[src/hw/rtl/pcs_pkg.sv]
`timescale 1ns / 1ps
// Shared types, widths and constants for the predictive corrector symbolizer.
// No dependencies; every other file imports this package.
package pcs_pkg;

  localparam int VAL_W     = 24;          // input value width
  localparam int RANGE_W   = VAL_W + 1;   // wrap range, up to two to the 24th
  localparam int SYM_W     = 25;          // output symbol width
  localparam int CORR_W    = VAL_W + 3;   // signed corrector before and after wrap
  localparam int PREC_W    = 5;
  localparam int BITS_W    = 4;           // small and low bit counts
  localparam int CFG_IDX_W = 1;
  localparam int CFG_DATA_W = RANGE_W;
  localparam int RESULT_N  = 3;
  localparam int RES_IDX_W = 2;

  localparam int MAX_PRECISION_DEF = 24;

  localparam logic [PREC_W-1:0]  PRECISION_RESET = 5'd16;
  localparam logic [PREC_W-1:0]  LOW_SPLIT_PREC  = 5'd15;  // first precision with low bits
  localparam logic [PREC_W-1:0]  LOW_BIAS        = 5'd12;

  localparam logic [CFG_IDX_W-1:0] CFG_PRECISION      = 1'd0;
  localparam logic [CFG_IDX_W-1:0] CFG_RANGE_OVERRIDE = 1'd1;

  localparam logic [1:0] MODEL_SMALL   = 2'd0;
  localparam logic [1:0] MODEL_HIGH    = 2'd1;
  localparam logic [1:0] MODEL_LOW_POS = 2'd2;
  localparam logic [1:0] MODEL_LOW_NEG = 2'd3;

  localparam logic [RES_IDX_W-1:0] COUNT_ONE   = 2'd1;
  localparam logic [RES_IDX_W-1:0] COUNT_TWO   = 2'd2;
  localparam logic [RES_IDX_W-1:0] COUNT_THREE = 2'd3;

  // Quantities derived from the configuration registers.
  typedef struct packed {
    logic                     all_small;
    logic [BITS_W-1:0]        lbits;
    logic signed [CORR_W-1:0] range;
    logic signed [CORR_W-1:0] cmin;
    logic signed [CORR_W-1:0] cmax;
    logic signed [CORR_W-1:0] cutoff;
    logic signed [CORR_W-1:0] neg_cutoff;
    logic signed [CORR_W-1:0] hmin;
    logic signed [CORR_W-1:0] hoff;
    logic [SYM_W-1:0]         low_mask;
  } setup_t;

  // Small-model bit count for a clamped precision.
  function automatic logic [BITS_W-1:0] small_bits(input logic [PREC_W-1:0] p);
    logic [BITS_W-1:0] b;
    case (p)
      5'd0, 5'd1: b = 4'd1;
      5'd2:       b = 4'd2;
      5'd3:       b = 4'd3;
      5'd4:       b = 4'd4;
      5'd5:       b = 4'd5;
      5'd6:       b = 4'd6;
      5'd7:       b = 4'd4;
      5'd8, 5'd9, 5'd10: b = 4'd5;
      5'd11:      b = 4'd6;
      5'd12, 5'd13: b = 4'd7;
      5'd14, 5'd15: b = 4'd8;
      5'd16, 5'd17: b = 4'd9;
      5'd18, 5'd19: b = 4'd10;
      5'd20:      b = 4'd11;
      5'd21:      b = 4'd12;
      5'd22:      b = 4'd13;
      default:    b = 4'd14;
    endcase
    return b;
  endfunction

endpackage

[src/hw/rtl/pcs_in_if.sv]
`timescale 1ns / 1ps
// Input item channel: valid/ready handshake with the value and prediction payload.
// Depends on pcs_pkg for field widths.
interface pcs_in_if import pcs_pkg::*; ();
  logic             valid;
  logic             ready;
  logic             op;
  logic [VAL_W-1:0] real_value;
  logic [VAL_W-1:0] prediction;
  logic             sign_mode;

  modport source(output valid, op, real_value, prediction, sign_mode, input ready);
  modport sink(input valid, op, real_value, prediction, sign_mode, output ready);
endinterface

[src/hw/rtl/pcs_out_if.sv]
`timescale 1ns / 1ps
// Result channel: valid/ready handshake carrying one tagged model symbol.
// Depends on pcs_pkg for field widths.
interface pcs_out_if import pcs_pkg::*; ();
  logic             valid;
  logic             ready;
  logic [1:0]       model_id;
  logic [SYM_W-1:0] symbol;
  logic             last_of_run;

  modport source(output valid, model_id, symbol, last_of_run, input ready);
  modport sink(input valid, model_id, symbol, last_of_run, output ready);
endinterface

[src/hw/rtl/pcs_setup.sv]
`timescale 1ns / 1ps
// Configuration registers and the registered setup derived from them.
// Depends on pcs_pkg.
module pcs_setup import pcs_pkg::*; #(
  parameter int MAX_PRECISION = MAX_PRECISION_DEF
) (
  input  logic                  clk,
  input  logic                  rst,
  input  logic                  cfg_we,
  input  logic [CFG_IDX_W-1:0]  cfg_index,
  input  logic [CFG_DATA_W-1:0] cfg_data,
  output setup_t                setup
);

  localparam logic [RANGE_W-1:0] RANGE_LIM = RANGE_W'(1) << MAX_PRECISION;
  localparam logic [PREC_W-1:0]  PREC_MAX  = PREC_W'(MAX_PRECISION);

  logic [PREC_W-1:0]  precision;
  logic [RANGE_W-1:0] range_override;

  logic [PREC_W-1:0]        pc;
  logic [BITS_W-1:0]        sbits;
  logic [RANGE_W-1:0]       rng;
  logic                     all_small;
  logic signed [CORR_W-1:0] range_s;
  logic signed [CORR_W-1:0] half_s;
  logic signed [CORR_W-1:0] cmin;
  logic signed [CORR_W-1:0] cutoff;
  setup_t                   setup_next;

  always_ff @(posedge clk) begin
    if (rst) begin
      precision      <= PRECISION_RESET;
      range_override <= '0;
    end else if (cfg_we) begin
      unique case (cfg_index)
        CFG_PRECISION:      precision      <= cfg_data[PREC_W-1:0];
        CFG_RANGE_OVERRIDE: range_override <= cfg_data[RANGE_W-1:0];
        default: ;
      endcase
    end
  end

  always_comb begin
    if (precision == '0)          pc = PREC_W'(1);
    else if (precision > PREC_MAX) pc = PREC_MAX;
    else                           pc = precision;

    sbits = small_bits(pc);

    if (range_override == '0)          rng = RANGE_W'(1) << pc;
    else if (range_override > RANGE_LIM) rng = RANGE_LIM;
    else                                 rng = range_override;

    range_s   = $signed({2'b00, rng});
    half_s    = $signed({3'b000, rng[RANGE_W-1:1]});
    cmin      = -half_s;
    all_small = rng <= (RANGE_W'(1) << sbits);
    cutoff    = all_small ? half_s + CORR_W'(1)
                          : $signed(CORR_W'(1) << (sbits - BITS_W'(1)));

    setup_next.all_small  = all_small;
    setup_next.lbits      = (pc >= LOW_SPLIT_PREC) ? BITS_W'(pc - LOW_BIAS) : '0;
    setup_next.range      = range_s;
    setup_next.cmin       = cmin;
    setup_next.cmax       = cmin + range_s - CORR_W'(1);
    setup_next.cutoff     = cutoff;
    setup_next.neg_cutoff = -cutoff;
    setup_next.hmin       = cmin >>> setup_next.lbits;
    setup_next.hoff       = cmin + (cutoff <<< 1) - CORR_W'(1);
    setup_next.low_mask   = (SYM_W'(1) << setup_next.lbits) - SYM_W'(1);
  end

  // Derived setup, registered; user changes it only while idle, not enforced.
  always_ff @(posedge clk) begin
    setup <= setup_next;
  end

endmodule

[src/hw/rtl/predictive_corrector_symbolizer.sv]
`timescale 1ns / 1ps
// Top level of the predictive corrector symbolizer: input stage, wrap and symbol logic,
// and the result buffer. Depends on pcs_pkg, pcs_in_if, pcs_out_if and pcs_setup.

// An item is taken every cycle as long as the result side keeps up. Each item yields one,
// two or three symbols, and all of them leave through the single result buffer, one per
// cycle while the output is ready: one symbol for small correctors, two or three for
// escaped ones. An item passes the input stage register and then the result buffer before
// its first symbol appears. Configuration acts through its registers and then the setup register.
module predictive_corrector_symbolizer import pcs_pkg::*; #(
  parameter int MAX_PRECISION = MAX_PRECISION_DEF
) (
  input  logic                  clk,
  input  logic                  rst,
  pcs_in_if.sink                items,
  pcs_out_if.source             symbols,
  input  logic                  cfg_we,
  input  logic [CFG_IDX_W-1:0]  cfg_index,
  input  logic [CFG_DATA_W-1:0] cfg_data
);

  setup_t setup;

  pcs_setup #(.MAX_PRECISION(MAX_PRECISION)) u_setup (
    .clk      (clk),
    .rst      (rst),
    .cfg_we   (cfg_we),
    .cfg_index(cfg_index),
    .cfg_data (cfg_data),
    .setup    (setup)
  );

  // Input stage.
  logic [VAL_W-1:0]         previous_value;
  logic                     s1_valid;
  logic signed [CORR_W-1:0] s1_corr;
  logic signed [CORR_W-1:0] corr_in;
  logic [VAL_W-1:0]         base;
  logic                     in_xfer;

  // Result buffer.
  logic                     buf_valid;
  logic [RES_IDX_W-1:0]     buf_count;
  logic [RES_IDX_W-1:0]     buf_idx;
  logic [1:0]               buf_model [RESULT_N];
  logic [SYM_W-1:0]         buf_symbol [RESULT_N];
  logic                     out_last;
  logic                     buf_free;

  // Symbol logic.
  logic signed [CORR_W-1:0] c_wrap;
  logic signed [CORR_W-1:0] c_sat;
  logic signed [CORR_W-1:0] high_val;
  logic                     small_hit;
  logic [RES_IDX_W-1:0]     count_next;
  logic [1:0]               model_next [RESULT_N];
  logic [SYM_W-1:0]         symbol_next [RESULT_N];

  assign out_last  = (buf_idx == buf_count - RES_IDX_W'(1));
  assign buf_free  = ~buf_valid | (symbols.ready & out_last);
  assign items.ready = ~rst & (~s1_valid | buf_free);
  assign in_xfer   = items.valid & items.ready;

  always_comb begin
    base = items.op ? previous_value : items.prediction;
    if (items.op | items.sign_mode) begin
      corr_in = $signed({3'b000, items.real_value}) - $signed({3'b000, base});
    end else begin
      corr_in = $signed({3'b000, base}) - $signed({3'b000, items.real_value});
    end
  end

  always_ff @(posedge clk) begin
    if (rst) begin
      previous_value <= '0;
      s1_valid       <= 1'b0;
    end else if (in_xfer) begin
      previous_value <= items.real_value;
      s1_valid       <= 1'b1;
    end else if (buf_free) begin
      s1_valid <= 1'b0;
    end
  end

  always_ff @(posedge clk) begin
    if (in_xfer) begin
      s1_corr <= corr_in;
    end
  end

  // One wrap into the interval, then saturation for correctors still outside it.
  always_comb begin
    if (s1_corr < setup.cmin)      c_wrap = s1_corr + setup.range;
    else if (s1_corr > setup.cmax) c_wrap = s1_corr - setup.range;
    else                           c_wrap = s1_corr;

    if (c_wrap < setup.cmin)      c_sat = setup.cmin;
    else if (c_wrap > setup.cmax) c_sat = setup.cmax;
    else                          c_sat = c_wrap;

    small_hit = setup.all_small | ((c_sat < setup.cutoff) & (c_sat > setup.neg_cutoff));

    if (setup.lbits == '0) begin
      high_val = c_sat[CORR_W-1] ? c_sat - setup.cmin : c_sat - setup.hoff;
    end else begin
      high_val = (c_sat >>> setup.lbits) - setup.hmin;
    end

    if (small_hit)               count_next = COUNT_ONE;
    else if (setup.lbits == '0)  count_next = COUNT_TWO;
    else                         count_next = COUNT_THREE;

    // An escape is symbol zero of the small model.
    model_next[0]  = MODEL_SMALL;
    symbol_next[0] = small_hit ? SYM_W'(c_sat + setup.cutoff) : '0;
    model_next[1]  = MODEL_HIGH;
    symbol_next[1] = SYM_W'(high_val);
    model_next[2]  = c_sat[CORR_W-1] ? MODEL_LOW_NEG : MODEL_LOW_POS;
    symbol_next[2] = SYM_W'(c_sat) & setup.low_mask;
  end

  always_ff @(posedge clk) begin
    if (rst) begin
      buf_valid <= 1'b0;
      buf_count <= COUNT_ONE;
      buf_idx   <= '0;
    end else if (buf_free) begin
      buf_valid <= s1_valid;
      buf_count <= count_next;
      buf_idx   <= '0;
    end else if (symbols.ready) begin
      buf_idx <= buf_idx + RES_IDX_W'(1);
    end
  end

  always_ff @(posedge clk) begin
    if (buf_free) begin
      for (int i = 0; i < RESULT_N; i++) begin
        buf_model[i]  <= model_next[i];
        buf_symbol[i] <= symbol_next[i];
      end
    end
  end

  assign symbols.valid       = buf_valid;
  assign symbols.model_id    = buf_model[buf_idx];
  assign symbols.symbol      = buf_symbol[buf_idx];
  assign symbols.last_of_run = out_last;

  // The read position never passes the number of symbols loaded for the item.
  a_idx_in_range: assert property (@(posedge clk) disable iff (rst)
    buf_valid |-> (buf_idx < buf_count))
    else $error("result index beyond symbol count");

  // A transfer that is not the last of an item leaves the next symbol of the same item.
  a_run_continues: assert property (@(posedge clk) disable iff (rst)
    (symbols.valid && symbols.ready && !symbols.last_of_run) |=>
      (buf_valid && buf_idx == $past(buf_idx) + RES_IDX_W'(1)))
    else $error("symbol run broken before its last symbol");

  // Every escaped item starts with the small-model escape symbol.
  a_escape_first: assert property (@(posedge clk) disable iff (rst)
    (buf_valid && buf_idx == '0 && buf_count != COUNT_ONE) |->
      (symbols.model_id == MODEL_SMALL && symbols.symbol == '0))
    else $error("escaped item does not start with the escape symbol");

  // An accepted item is held in the input stage on the next cycle.
  a_accept_held: assert property (@(posedge clk) disable iff (rst)
    in_xfer |=> s1_valid)
    else $error("accepted item lost from the input stage");

endmodule

[src/flat_wrapper.sv]
// flat-port wrapper written by rule: the top's interface ports become plain ports
module predictive_corrector_symbolizer_flat import pcs_pkg::*;
#(
  parameter int MAX_PRECISION = MAX_PRECISION_DEF
)
  (clk, rst, cfg_we, cfg_index, cfg_data, items_valid, items_op, items_real_value, items_prediction, items_sign_mode, items_ready, symbols_valid, symbols_model_id, symbols_symbol, symbols_last_of_run, symbols_ready);
  pcs_in_if items_i ();
  pcs_out_if symbols_i ();
  input  logic clk;
  input  logic rst;
  input  logic cfg_we;
  input  logic [CFG_IDX_W-1:0] cfg_index;
  input  logic [CFG_DATA_W-1:0] cfg_data;
  input wire logic [$bits(items_i.valid)-1:0] items_valid;
  input wire logic [$bits(items_i.op)-1:0] items_op;
  input wire logic [$bits(items_i.real_value)-1:0] items_real_value;
  input wire logic [$bits(items_i.prediction)-1:0] items_prediction;
  input wire logic [$bits(items_i.sign_mode)-1:0] items_sign_mode;
  output wire logic [$bits(items_i.ready)-1:0] items_ready;
  output wire logic [$bits(symbols_i.valid)-1:0] symbols_valid;
  output wire logic [$bits(symbols_i.model_id)-1:0] symbols_model_id;
  output wire logic [$bits(symbols_i.symbol)-1:0] symbols_symbol;
  output wire logic [$bits(symbols_i.last_of_run)-1:0] symbols_last_of_run;
  input wire logic [$bits(symbols_i.ready)-1:0] symbols_ready;
  assign items_i.valid = items_valid;
  assign items_i.op = items_op;
  assign items_i.real_value = items_real_value;
  assign items_i.prediction = items_prediction;
  assign items_i.sign_mode = items_sign_mode;
  assign items_ready = items_i.ready;
  assign symbols_valid = symbols_i.valid;
  assign symbols_model_id = symbols_i.model_id;
  assign symbols_symbol = symbols_i.symbol;
  assign symbols_last_of_run = symbols_i.last_of_run;
  assign symbols_i.ready = symbols_ready;
  predictive_corrector_symbolizer #(.MAX_PRECISION(MAX_PRECISION)) u_core (.clk(clk), .rst(rst), .items(items_i), .symbols(symbols_i), .cfg_we(cfg_we), .cfg_index(cfg_index), .cfg_data(cfg_data));
endmodule
[config.mk]
export PLATFORM = sky130hd
export DESIGN_NAME = predictive_corrector_symbolizer_flat
export DESIGN_NICKNAME = d
export VERILOG_FILES = /design/src/hw/rtl/pcs_pkg.sv /design/src/hw/rtl/pcs_in_if.sv /design/src/hw/rtl/pcs_out_if.sv /design/src/hw/rtl/pcs_setup.sv /design/src/hw/rtl/predictive_corrector_symbolizer.sv /design/src/flat_wrapper.sv
export SDC_FILE = /design/constraint.sdc
export NUM_CORES = 2
export LEC_CHECK = 0
export ABC_AREA = 1
export BUFFER_PORTS_ARGS = -buffer_cell sky130_fd_sc_hd__buf_2
export CAP_MARGIN = 10
export CORE_ASPECT_RATIO = 0.7
export CORE_MARGIN = 1
export CORE_UTILIZATION = 45
export CTS_CLUSTER_DIAMETER = 30
export DETAILED_ROUTE_END_ITERATION = 10
export PLACE_DENSITY = 0.63
export REMOVE_ABC_BUFFERS = 1
export SLEW_MARGIN = 20
export SYNTH_ARGS = -nofsm -noshare
export SYNTH_HDL_FRONTEND = slang
export SYNTH_SLANG_ARGS = --single-unit
[constraint.sdc]
create_clock -name clk -period 11.87 [get_ports clk]
set_clock_uncertainty 0.15 [all_clocks]
set_input_delay 2.374 -clock clk [delete_from_list [all_inputs] [get_ports clk]]
set_output_delay 2.374 -clock clk [all_outputs]
set_load 0.05 [all_outputs]
==> metrics.txt <==
status completed; fillers slightly below 7000; Worst path most repeated cell o21ai_0; VDD IR max 154.0 uV; mux contribution to synthesized area 0.002499; CP peak stage delay 0.82 ns; post-synthesis compound-gate area fraction 0.1852; Post-layout nets 5232; sequential area share after synthesis 0.2633; DR vias just over 30000; Synth Area in Simple Gates 0.2155; Pleak 18.88 nW; launching element type of the critical path flip-flop; xor and xnor area share after synthesis 0.04673; io pins 111; DR WL/cell 19.15 um; CTS H-tree lvls 3; CP required 12.10 ns; Skew-Pair Late Insertion Delay 0.67 ns; Final period util 0.9343; gpl congestion a little over 1; clk sinks 371; Worst Tran Pin Value between 1 and 1.5 ns; IO buf count 110; Post-Synth Adder-Cell Area 0.1799; die height roughly 230 um; clk slew on worst S/H paths 0.04 ns; Tot GR Track Use 0.3013; mapped cell area 0.03205 mm^2; TritonCTS clock tree done; CP endpoint u_core.buf_symbol[1][24]$_DFFE_PP_; worst setup path startpoint u_core.s1_corr[15]$_DFFE_PP_; top cell type's share of synthesized area 0.1749; type of the worst setup path reg -> reg; FF-to-FF Start u_core.s1_corr[15]$_DFFE_PP_; Post-synth ARST share 0; Crit. End Element flip-flop; Routed Antenna Nets 0; root buffer cell clkbuf_16; R2R setup slack 0.78 ns; Fin. Hold Viols 0; ratio of cells with drive above 1 in the final layout 0.1003; grt ovf 0; FF-to-FF End u_core.buf_symbol[1][24]$_DFFE_PP_; CP Max Fanout 10; HPWL Detailed just under 90 mm; CTS max path bufs 3; final wirelength 109.7 mm; multi-input logic area just over 0.02 mm^2; Post-DP Area 0.03369 mm^2; Primary FF master, synth dfxtp_1; Inst Count DP 5547; Post-synth EDFFs 101; initial DRC count 3352; fin cells 5730; Power Dens Cells 311.0 mW/mm^2; slew margin rel. 0.1859; final setup violating endpoints 0; register area 0.008438 mm^2; final core occ 0.5324; flops & latches, synth ~370; Final min period about 11 ns; die extent in x approximately 320 um; vias per cell between 5 and 6; Critical-path top delay cell nor4_1; Hold Path Class reg -> reg; # Max-Cap Violations 0; Synth-to-Final Area Change 16.50%; fin area 0.03734 mm^2; Cell Rows 81; R2R cell count 50; core area 0.07013 mm^2; syn avg cell area 7.054 um^2; Unique masters post-synth ~80; # diodes 0; Synth area leaders ha_1 (17%), dfxtp_1 (17%), nand2_1 (10%); initial core utilization 0.4570; # DRC 0; vias in the first global route 27780; Slew Limit Fails 0; Worst EP arrival 11.32 ns; die area between 0.07 and 0.08 mm^2; hold path start u_core.previous_value[6]$_SDFFE_PP0P_; synth warn 0; largest net degree at the start of global routing 74; largest area contributor in the netlist ha_1; commonest cells in the synthesized netlist nand2_1 (884), inv_1 (730), ha_1 (448), a21oi_1 (407), o21ai_0 (335); largest family of logic cells by synthesized area simple AND/OR/NAND/NOR gates; Fmax achieved 90.17 MHz; initial antenna violation count 1; Detailed Routing Iterations Pass 1 7; total CTS buffers 93; first-pass GRT wire length 166.2 mm; Synth Instances 4543; Post-CTS Hold Buffers 0; count leader, synth nand2_1
[worst min-delay path by stage]
stage	end	slack [ns]	cells past startpoint
4_1_cts	u_core.previous_value[9]$_SDFFE_PP0P_	0.32	2
5_1_grt	u_core.previous_value[8]$_SDFFE_PP0P_	0.35	2
3_3_place_gp	u_core.symbols.valid$_SDFFE_PP0P_	0.30	2
3_5_place_dp	u_core.symbols.valid$_SDFFE_PP0P_	0.30	2
2_1_floorplan	u_core.symbols.valid$_SDFFE_PP0P_	0.28	2
6_report	u_core.previous_value[6]$_SDFFE_PP0P_	0.32	2
[through the flow]
| stage | setup TNS [ns] | total power, W | setup WS [ns] | hold WS, ns |
|---|---|---|---|---|
| after floorplan | 0 | 0.006371 | 2.802 | 0.2765 |
| after global placement | 0 | 0.008428 | 0.8144 | 0.3033 |
| after detailed placement | 0 | 0.008448 | 0.9120 | 0.2969 |
| after CTS | 0 | 0.01138 | 0.8379 | 0.3220 |
| after global routing | -0.01637 | 0.01243 | -0.01637 | 0.3467 |
| final | 0 | 0.01161 | 0.7804 | 0.3193 |
[registers in the layout, summed over array words and instances (netlist names), named ones only]
name / count
u_core.u_setup.setup: 208
u_core.buf_symbol: 75
u_core.s1_corr: 25
u_core.u_setup.range_override: 25
u_core.previous_value: 24
u_core.u_setup.precision: 5
u_core.buf_count: 2
u_core.buf_idx: 2
symbols_model_id: 1
u_core.buf_model: 1
u_core.s1_valid: 1
u_core.symbols.valid: 1
[placed cells by master, fill, tap and decap left out, types with 32 or more instances in the layout]
cell type	instances
nor3_1	41
buf_2	110
o21ai_0	333
ha_1	448
o21ai_1	65
dfxtp_1	270
inv_2	39
nand4_1	32
clkbuf_16	94
a21oi_1	406
buf_4	45
xor2_1	135
o211ai_1	40
xnor2_1	36
nor2_1	327
nand2_1	883
edfxtp_1	101
nand3_1	191
inv_1	728
[area by class of cell]
cell class	instances	share of cell area
clock buffer	122	0.07011
clock inverter	54	0.02517
inverter	777	0.07838
multi-input combinational	3295	0.5442
sequential	371	0.2260
tap	954	0.03197
timing repair buffer	156	0.02399
timing repair inverter	1	0.0001340
[repair_timing]
item,4_1_cts,5_1_grt
setup buffers,0,5
gates resized for setup,0,10
setup endpoints to repair,0,4
[kinds of logic after synthesis]
family / after synthesis
adders and majority gates: 456
DFF: 371
AOI/OAI and AO/OA: 1038
other: 2
muxes: 8
and+or+nand+nor: 1601
buffers and inverters: 896
xor gates and xnor gates: 171
[power by group]
part	internal [W]	switching, W
logic	0.00213	0.00470
clock network	0.00201	0.000858
registers	0.00178	0.000135
[metal layers]
metal  global-route usage  vias up  part of all wire
li1                     -    15320                 -
met1               0.4739    13930              0.51
met2               0.3819     1286              0.35
met3              0.09184      152              0.12
met4              0.07696        0             0.022
met5                    0        -                 0
[critical path: cells and delay by family (launching register included)]
kind,cells,cell delay [ns]
adder cells (fa/ha/maj),3,1.07
XOR/XNOR,1,0.21
AO/OA/AOI/OAI,24,5.00
buffers and inverters,6,1.08
AND/OR/NAND/NOR,16,2.82
flip-flops,1,0.49
Power figures use the tool's default switching activity.
